`config.mk`:
```
export PLATFORM = sky130hd
export DESIGN_NAME = homogeneous_word_run_coalescer
export DESIGN_NICKNAME = d
export VERILOG_FILES = /design/src/rtl/core/hwrc_pkg.sv /design/src/rtl/core/homogeneous_word_run_coalescer.sv
export SDC_FILE = /design/constraint.sdc
export NUM_CORES = 1
export LEC_CHECK = 0
export BUFFER_PORTS_ARGS = -buffer_cell sky130_fd_sc_hd__buf_2
export CORE_AREA = 4 4 190 238
export CTS_CLUSTER_SIZE = 40
export DETAILED_ROUTE_END_ITERATION = 16
export DIE_AREA = 0 0 194 242
export PLACE_DENSITY_LB_ADDON = 0.25
export SYNTH_ARGS = -nofsm -noshare
export SYNTH_HDL_FRONTEND = slang
export SYNTH_SLANG_ARGS = --single-unit
```
`constraint.sdc`:
```
create_clock -name clk -period 12.19 [get_ports clk]
set_input_delay 1.219 -clock clk [delete_from_list [all_inputs] [get_ports clk]]
set_output_delay 1.219 -clock clk [all_outputs]
set_load 0.01 [all_outputs]
```
`src/rtl/core/hwrc_pkg.sv`:
```
// Shared types and constants for the homogeneous word run coalescer.
`timescale 1ns / 1ps
`default_nettype none

package hwrc_pkg;

  localparam int DATA_W  = 64;  // width of a word field
  localparam int BITS_W  = 25;  // width of a run length field
  localparam int VBITS_W = 7;   // width of the valid bit count

  localparam int     WORD_BITS    = 64;
  localparam longint MAX_RUN_BITS = 64'd16777216;

  // Whole words after which a run is cut.
  localparam longint MAX_RUN_WORDS = (MAX_RUN_BITS + WORD_BITS - 1) / WORD_BITS;
  localparam int     CNT_W         = $clog2(MAX_RUN_WORDS);

  localparam logic [DATA_W-1:0] WORD_MASK = {DATA_W{1'b1}} >> (DATA_W - WORD_BITS);

  // Result buffer depth; an item can add two results.
  localparam int FIFO_DEPTH = 4;
  localparam int PTR_W      = $clog2(FIFO_DEPTH);
  localparam int FCNT_W     = $clog2(FIFO_DEPTH + 1);

  typedef struct packed {
    logic [DATA_W-1:0]  block_word;
    logic               is_last;
    logic [VBITS_W-1:0] valid_bits;
  } word_t;

  typedef struct packed {
    logic [DATA_W-1:0] run_value;
    logic [BITS_W-1:0] run_bits;
    logic              run_last;
  } run_t;

endpackage

`default_nettype wire

```
`src/rtl/core/homogeneous_word_run_coalescer.sv`:
```
// Top level of the homogeneous word run coalescer.
`timescale 1ns / 1ps
`default_nettype none

// Word-aligned run-length coalescer. Bitmap words arrive one per transfer on
// the word channel; neighboring all-zero words, or neighboring all-one words,
// merge into one run, and each run or mixed word leaves as one transfer on the
// run channel carrying its pattern and its length in bits. The word flagged
// is_last closes the bitmap: it joins a pending run when its valid bits match,
// otherwise the run is flushed first and the word follows with its own valid
// bit count (0 or anything above 64 counts as 64). Runs are cut at
// MAX_RUN_BITS. Timing: a word is taken into an input register, decoded
// combinationally from there, and its zero, one or two results are written
// into a 4-entry result buffer once that buffer has room for two results.
// One word per cycle is sustained; word_ready drops only when the result
// buffer has fewer than two free entries, i.e. when the run side stalls or
// a word yields two results back to back.
module homogeneous_word_run_coalescer (
  input  wire logic            clk,
  input  wire logic            rst,
  input  wire logic            word_valid,
  output logic                 word_ready,
  input  wire hwrc_pkg::word_t word_data,
  output logic                 run_valid,
  input  wire logic            run_ready,
  output hwrc_pkg::run_t       run_data
);

  // Input register
  logic            q_valid;
  hwrc_pkg::word_t q;
  logic            advance;

  // Run state
  logic                       run_open;
  logic                       run_all_ones;
  logic [hwrc_pkg::CNT_W-1:0] run_word_count;
  logic                       run_open_next;
  logic                       run_all_ones_next;
  logic [hwrc_pkg::CNT_W-1:0] run_word_count_next;

  // Result buffer
  hwrc_pkg::run_t              fifo [hwrc_pkg::FIFO_DEPTH];
  logic [hwrc_pkg::PTR_W-1:0]  wr_ptr;
  logic [hwrc_pkg::PTR_W-1:0]  rd_ptr;
  logic [hwrc_pkg::FCNT_W-1:0] fcnt;
  logic                        pop;

  // Decode results
  hwrc_pkg::run_t r0;
  hwrc_pkg::run_t r1;
  logic [1:0]     n_res;

  // Decode helpers
  logic [hwrc_pkg::DATA_W-1:0]  w;
  logic [hwrc_pkg::DATA_W-1:0]  pattern;
  logic [hwrc_pkg::DATA_W-1:0]  vmask;
  logic [hwrc_pkg::VBITS_W-1:0] v_eff;
  logic [hwrc_pkg::BITS_W-1:0]  open_bits;
  logic [hwrc_pkg::CNT_W:0]     new_cnt;
  logic                         ones;
  logic                         flush;
  logic                         at_limit;
  hwrc_pkg::run_t               flush_res;
  hwrc_pkg::run_t               limit_res;

  // Input stage moves on only when the buffer can take two results.
  assign advance    = q_valid && (fcnt <= hwrc_pkg::FCNT_W'(hwrc_pkg::FIFO_DEPTH - 2));
  assign word_ready = !q_valid || advance;

  always_ff @(posedge clk) begin
    if (rst) begin
      q_valid <= 1'b0;
    end else if (word_ready) begin
      q_valid <= word_valid;
    end
    if (word_ready && word_valid) begin
      q <= word_data;
    end
  end

  always_comb begin
    w       = q.block_word & hwrc_pkg::WORD_MASK;
    pattern = run_all_ones ? hwrc_pkg::WORD_MASK : '0;
    if (q.valid_bits == '0 ||
        q.valid_bits > hwrc_pkg::VBITS_W'(hwrc_pkg::WORD_BITS)) begin
      v_eff = hwrc_pkg::VBITS_W'(hwrc_pkg::WORD_BITS);
    end else begin
      v_eff = q.valid_bits;
    end
    for (int i = 0; i < hwrc_pkg::DATA_W; i++) begin
      vmask[i] = (i < int'(v_eff));
    end
    open_bits = hwrc_pkg::BITS_W'(run_word_count) *
                hwrc_pkg::BITS_W'(hwrc_pkg::WORD_BITS);
    ones      = (w != '0);

    flush_res.run_value = pattern;
    flush_res.run_bits  = open_bits;
    flush_res.run_last  = 1'b0;

    flush = 1'b0;
    if (run_open && (run_all_ones == ones)) begin
      new_cnt = {1'b0, run_word_count} + (hwrc_pkg::CNT_W+1)'(1);
    end else begin
      new_cnt = (hwrc_pkg::CNT_W+1)'(1);
    end
    at_limit = (new_cnt >= (hwrc_pkg::CNT_W+1)'(hwrc_pkg::MAX_RUN_WORDS));
    limit_res.run_value = ones ? hwrc_pkg::WORD_MASK : '0;
    limit_res.run_bits  = hwrc_pkg::BITS_W'(new_cnt) *
                          hwrc_pkg::BITS_W'(hwrc_pkg::WORD_BITS);
    limit_res.run_last  = 1'b0;

    r0                  = flush_res;
    r1                  = flush_res;
    n_res               = 2'd0;
    run_open_next       = 1'b0;
    run_all_ones_next   = 1'b0;
    run_word_count_next = '0;

    if (q.is_last) begin
      // Final word: join a matching run, else flush and emit it alone.
      if (run_open && ((w & vmask) == (pattern & vmask))) begin
        r0.run_bits = open_bits + hwrc_pkg::BITS_W'(v_eff);
        r0.run_last = 1'b1;
        n_res       = 2'd1;
      end else begin
        flush = run_open;
        r1.run_value = w;
        r1.run_bits  = hwrc_pkg::BITS_W'(v_eff);
        r1.run_last  = 1'b1;
        if (flush) begin
          n_res = 2'd2;
        end else begin
          r0    = r1;
          n_res = 2'd1;
        end
      end
    end else if (w == '0 || w == hwrc_pkg::WORD_MASK) begin
      // Homogeneous word: extend or restart the run, cut at the limit.
      flush = run_open && (run_all_ones != ones);
      if (flush && at_limit) begin
        r1    = limit_res;
        n_res = 2'd2;
      end else if (flush) begin
        n_res = 2'd1;
      end else if (at_limit) begin
        r0    = limit_res;
        n_res = 2'd1;
      end
      if (!at_limit) begin
        run_open_next       = 1'b1;
        run_all_ones_next   = ones;
        run_word_count_next = hwrc_pkg::CNT_W'(new_cnt);
      end
    end else begin
      // Mixed word: flush any run, then the word on its own.
      flush        = run_open;
      r1.run_value = w;
      r1.run_bits  = hwrc_pkg::BITS_W'(hwrc_pkg::WORD_BITS);
      r1.run_last  = 1'b0;
      if (flush) begin
        n_res = 2'd2;
      end else begin
        r0    = r1;
        n_res = 2'd1;
      end
    end
  end

  always_ff @(posedge clk) begin
    if (rst) begin
      run_open       <= 1'b0;
      run_all_ones   <= 1'b0;
      run_word_count <= '0;
    end else if (advance) begin
      run_open       <= run_open_next;
      run_all_ones   <= run_all_ones_next;
      run_word_count <= run_word_count_next;
    end
  end

  // Result buffer: up to two writes per cycle, one read.
  assign pop       = run_valid && run_ready;
  assign run_valid = (fcnt != '0);
  assign run_data  = fifo[rd_ptr];

  always_ff @(posedge clk) begin
    if (advance) begin
      for (int i = 0; i < hwrc_pkg::FIFO_DEPTH; i++) begin
        if (n_res != 2'd0 && wr_ptr == hwrc_pkg::PTR_W'(i)) begin
          fifo[i] <= r0;
        end
        if (n_res == 2'd2 && wr_ptr + hwrc_pkg::PTR_W'(1) == hwrc_pkg::PTR_W'(i)) begin
          fifo[i] <= r1;
        end
      end
    end
  end

  always_ff @(posedge clk) begin
    if (rst) begin
      wr_ptr <= '0;
      rd_ptr <= '0;
      fcnt   <= '0;
    end else begin
      if (advance) begin
        wr_ptr <= wr_ptr + hwrc_pkg::PTR_W'(n_res);
      end
      if (pop) begin
        rd_ptr <= rd_ptr + hwrc_pkg::PTR_W'(1);
      end
      fcnt <= fcnt + (advance ? hwrc_pkg::FCNT_W'(n_res) : '0) -
              hwrc_pkg::FCNT_W'(pop);
    end
  end

  // Buffer never overfills.
  a_fifo_bound: assert property (@(posedge clk) disable iff (rst)
    fcnt <= hwrc_pkg::FCNT_W'(hwrc_pkg::FIFO_DEPTH))
    else $error("result buffer overflow");

  // No pending run means an empty word count.
  a_closed_empty: assert property (@(posedge clk) disable iff (rst)
    !run_open |-> run_word_count == '0)
    else $error("word count held without an open run");

  // Run never reaches the cut length while pending.
  a_run_limit: assert property (@(posedge clk) disable iff (rst)
    {1'b0, run_word_count} < (hwrc_pkg::CNT_W+1)'(hwrc_pkg::MAX_RUN_WORDS))
    else $error("pending run at or past the limit");

  // A final word always closes the run.
  a_last_closes: assert property (@(posedge clk) disable iff (rst)
    advance && q.is_last |=> !run_open)
    else $error("run left open after final word");

endmodule

`default_nettype wire
```
==> qor.csv <==
stage;metric;value;unit
synth;avgSynthCellArea;12.8;µm²
clocking;cts_tree;built;
pwr;p_per_area;159;mW/mm²
synth;synth.most_common_cell;edfxtp_1;
synth;synth_commonest_cells;edfxtp_1 (432), nand2_1 (132), nor2_1 (113);
pwr;power.total;4.10;mW
status;status;complete, no violations;
setup_path;cp.required;12.38;ns
place;gp_congestion;1.03;
timing;max_freq;152;MHz
floorplan;dieHeight;242;µm
clocking;clock_sinks;462;
setup_path;cp_max_fo;45;
synth;syn-cell-area;0.0233;mm²
place;io_buffer_count;167;
timing;drv_slew;0;
grt;grt_pass1_wl;104;mm
synth;syn_nets;1906;
setup_path;startpoint_type;flip-flop;
place;dp_hpwl;45.0;mm
setup_path;r2r_end;fifo[2][8];
flow_run;maxCapViolCount;0;
clocking;root_buffer;clkbuf_16;
drt;routed_wl;68.0;mm
synth;synth-async-reset-ratio;0;%
synth;synth_edf_count;432;
cells_and_area;syn2layout_area_growth;10.3;%
timing;finalHoldViolations;0;
clocking;h-tree-depth;2;
drt;ant_nets;0;
setup_path;ff2ff_setup_slack;5.61;ns
synth;synth_seq_cells;462;
floorplan;die_area;0.0469;mm²
clocking;clk_pin_slew;0.06;ns
setup_path;worstSetupPathType;flip-flop to flip-flop;
clocking;cts_setup_buffers;0;
setup_path;cp-end-kind;flip-flop;
timing;timing.final.crit_share;54.0;%
floorplan;fp.dieW;194;µm
min_path;hp-class;flip-flop to flip-flop;
timing;rsz0062_at_grt;false;
timing;slew_headroom;18.6;%
clocking;max-clock-path-buffers;3;
drt;vias;16300;
grt;grt_use_total;28.4;%
place;dp_cells;2410;
cells_and_area;final_layout_size_suffix_gt1_share;20.7;%
timing;fin_crit;6.58;ns
floorplan;core_area;0.0430;mm²
grt;overflow;0;
drt;drtIter0Drc;1617;
drt;wl_per_cell;27.3;µm
floorplan;ioPinCount;168;
setup_path;reg2reg_depth;15;
drt;drt-pass1-iter-count;5;
min_path;whs_path_depth;2;
synth;yosysTopAreaCell;edfxtp_1;
setup_path;cp.arrival;6.77;ns
place;place_area;0.0243;mm²
grt;antenna_found_initial;0;
cells_and_area;final_area;0.0257;mm²
synth;synth_top_area_share;55.6;%
pwr;power_leakage;8.85;nW
timing;fin_tns_setup;0;ns
clocking;hold_buffers;0;
drt;post-route-drc-count;0;
grt;grt_max_degree;73;
min_path;min_to;rd_ptr[1];
synth;ys_types;93;
synth;ys.flop_type;edfxtp_1;
timing;fin_skew;0.0226;ns
floorplan;initial_core_util;54.3;%
clocking;ctsResizeCount;0;
synth;yosysWarningCount;0;
clocking;clkLatencyLatePin;0.56;ns
min_path;hp-start;rd_ptr[1];
cells_and_area;stdcell_count;2493;
cells_and_area;num_antenna_cells;0;
drt;drt-vias-per-instance;6.54;
clocking;numCtsBuffers;45;
synth;synth.area.top_cells;edfxtp_1 (56%), mux4_2 (8.7%), mux2i_1 (3.2%);
pwr;ir_worst_vdd;0.000101;V
synth;syn_inst;1821;
timing;worst_pin_slew;1.22;ns
synth;yosysSeqAreaShare;58.2;%
setup_path;worstReg2RegStart;w[7];
grt;grt_pass1_vias;16300;
floorplan;rows;85;
cells_and_area;layout.nets;1977;
timing;setup_violations;0;
## worst max path at each step
| stage | from | to | slack (ns) | depth (start not counted) |
|---|---|---|---|---|
| 6_report | w[7] | fifo[2][8] | 5.61 | 15 |
| 5_1_grt | w[7] | fifo[2][1] | 5.30 | 15 |
| 4_1_cts | w[47] | fifo[2][23] | 5.69 | 15 |
| 3_5_place_dp | w[47] | fifo[2][8] | 5.69 | 15 |
| 3_3_place_gp | w[47] | fifo[2][7] | 5.82 | 15 |
| 2_1_floorplan | w[54] | fifo[0][0] | 2.56 | 11 |
## cell type report
type	count	area (µm²)
flip-flops and latches	462	13600
repair buffers	195	1050
fillers	3465	17200
clock buffers	58	1220
clock inverters	25	193
inverters	25	93.8
well taps	565	707
multi-input cells	1163	8890
## sequential cells by signal (all words and copies together), names as in the netlist, named ones only
signal / cells
fifo: 360
w: 64
run_word_count: 18
q: 8
fcnt: 3
rd_ptr: 2
wr_ptr: 2
q_valid: 1
run_all_ones: 1
run_open: 1
## critical path: stages (launching register included)
cell      delay, ns
edfxtp_1       0.49
nor4_1         0.51
nand4_1        0.23
nor4_2         0.69
xnor2_1        0.26
nor3_1         0.64
ha_1           0.37
nand2b_1       0.16
nand3_1        0.09
buf_4          0.41
nand2_1        0.25
a211o_1        0.28
buf_4          0.27
o21ai_4        0.22
buf_4          0.55
buf_4          0.65
## cell usage in the layout, fill, tap and decap left out, drive strengths merged, types with 5 or more instances in the layout
cell / netlist / routed
o21ai: 202 / 202
or3: 11 / 11
nor4: 31 / 31
o21a: 98 / 98
nand4: 26 / 26
nand2: 134 / 134
nor4b: 5 / 5
clkbuf: 85 / 58
xnor2: 21 / 21
nand3: 29 / 29
a22oi: 14 / 14
dfxtp: 30 / 30
and2: 14 / 14
nor3: 24 / 24
buf: 86 / 195
xor2: 9 / 9
nor3b: 5 / 5
a211oi: 23 / 23
clkinv: 1 / 20
mux4: 90 / 90
nand2b: 9 / 9
a21boi: 6 / 6
mux2i: 78 / 78
a21oi: 62 / 62
and3: 13 / 13
ha: 8 / 8
or2: 7 / 7
o211ai: 12 / 12
o22ai: 10 / 10
mux2: 7 / 7
edfxtp: 432 / 432
a221oi: 6 / 6
a31oi: 18 / 18
nor2: 113 / 113
inv: 24 / 26
## where the power goes
part	total (mW)	leakage (nW)	switching [mW]	internal, mW
combinational	0.804	3.97	0.436	0.368
sequential	1.94	4.20	0.0921	1.85
clock	1.35	0.690	0.585	0.769
total	4.10	8.85	1.11	2.98
## per-layer routing
metal / part of all wire, % / wire length (µm) / global-route usage [%] / up-vias
met4: 3.5 / 2360 / 9.25 / 0
met1: 40 / 27200 / 38.6 / 8259
met5: 0 / 0 / 0 / -
li1: - / - / - / 7229
met3: 6.1 / 4140 / 3.24 / 131
met2: 50 / 34300 / 48.2 / 693
## kinds of logic after synthesis
logic type / count (synthesis) / synth area share (%)
flip-flops: 462 / 58.2
XOR/XNOR: 30 / 1.13
AND/OR/NAND/NOR: 442 / 9.58
multiplexers: 175 / 12.6
buffers and inverters: 196 / 4.00
adder cells (fa/ha/maj): 9 / 0.515
AO/OA/AOI/OAI: 507 / 14.0
## through the flow
| step | hold WS (ns) | worst slack [ns] | util [%] |
|---|---|---|---|
| after global placement | 0.503 | 5.82 | 56.6 |
| after global routing | 0.570 | 5.30 | 59.9 |
| after detailed placement | 0.523 | 5.69 | 56.6 |
| final | 0.535 | 5.61 | 59.9 |
| after CTS | 0.537 | 5.69 | 59.9 |
| after floorplan | 0.485 | 2.56 | - |
Note: power is estimated with default switching activity, not from simulation.
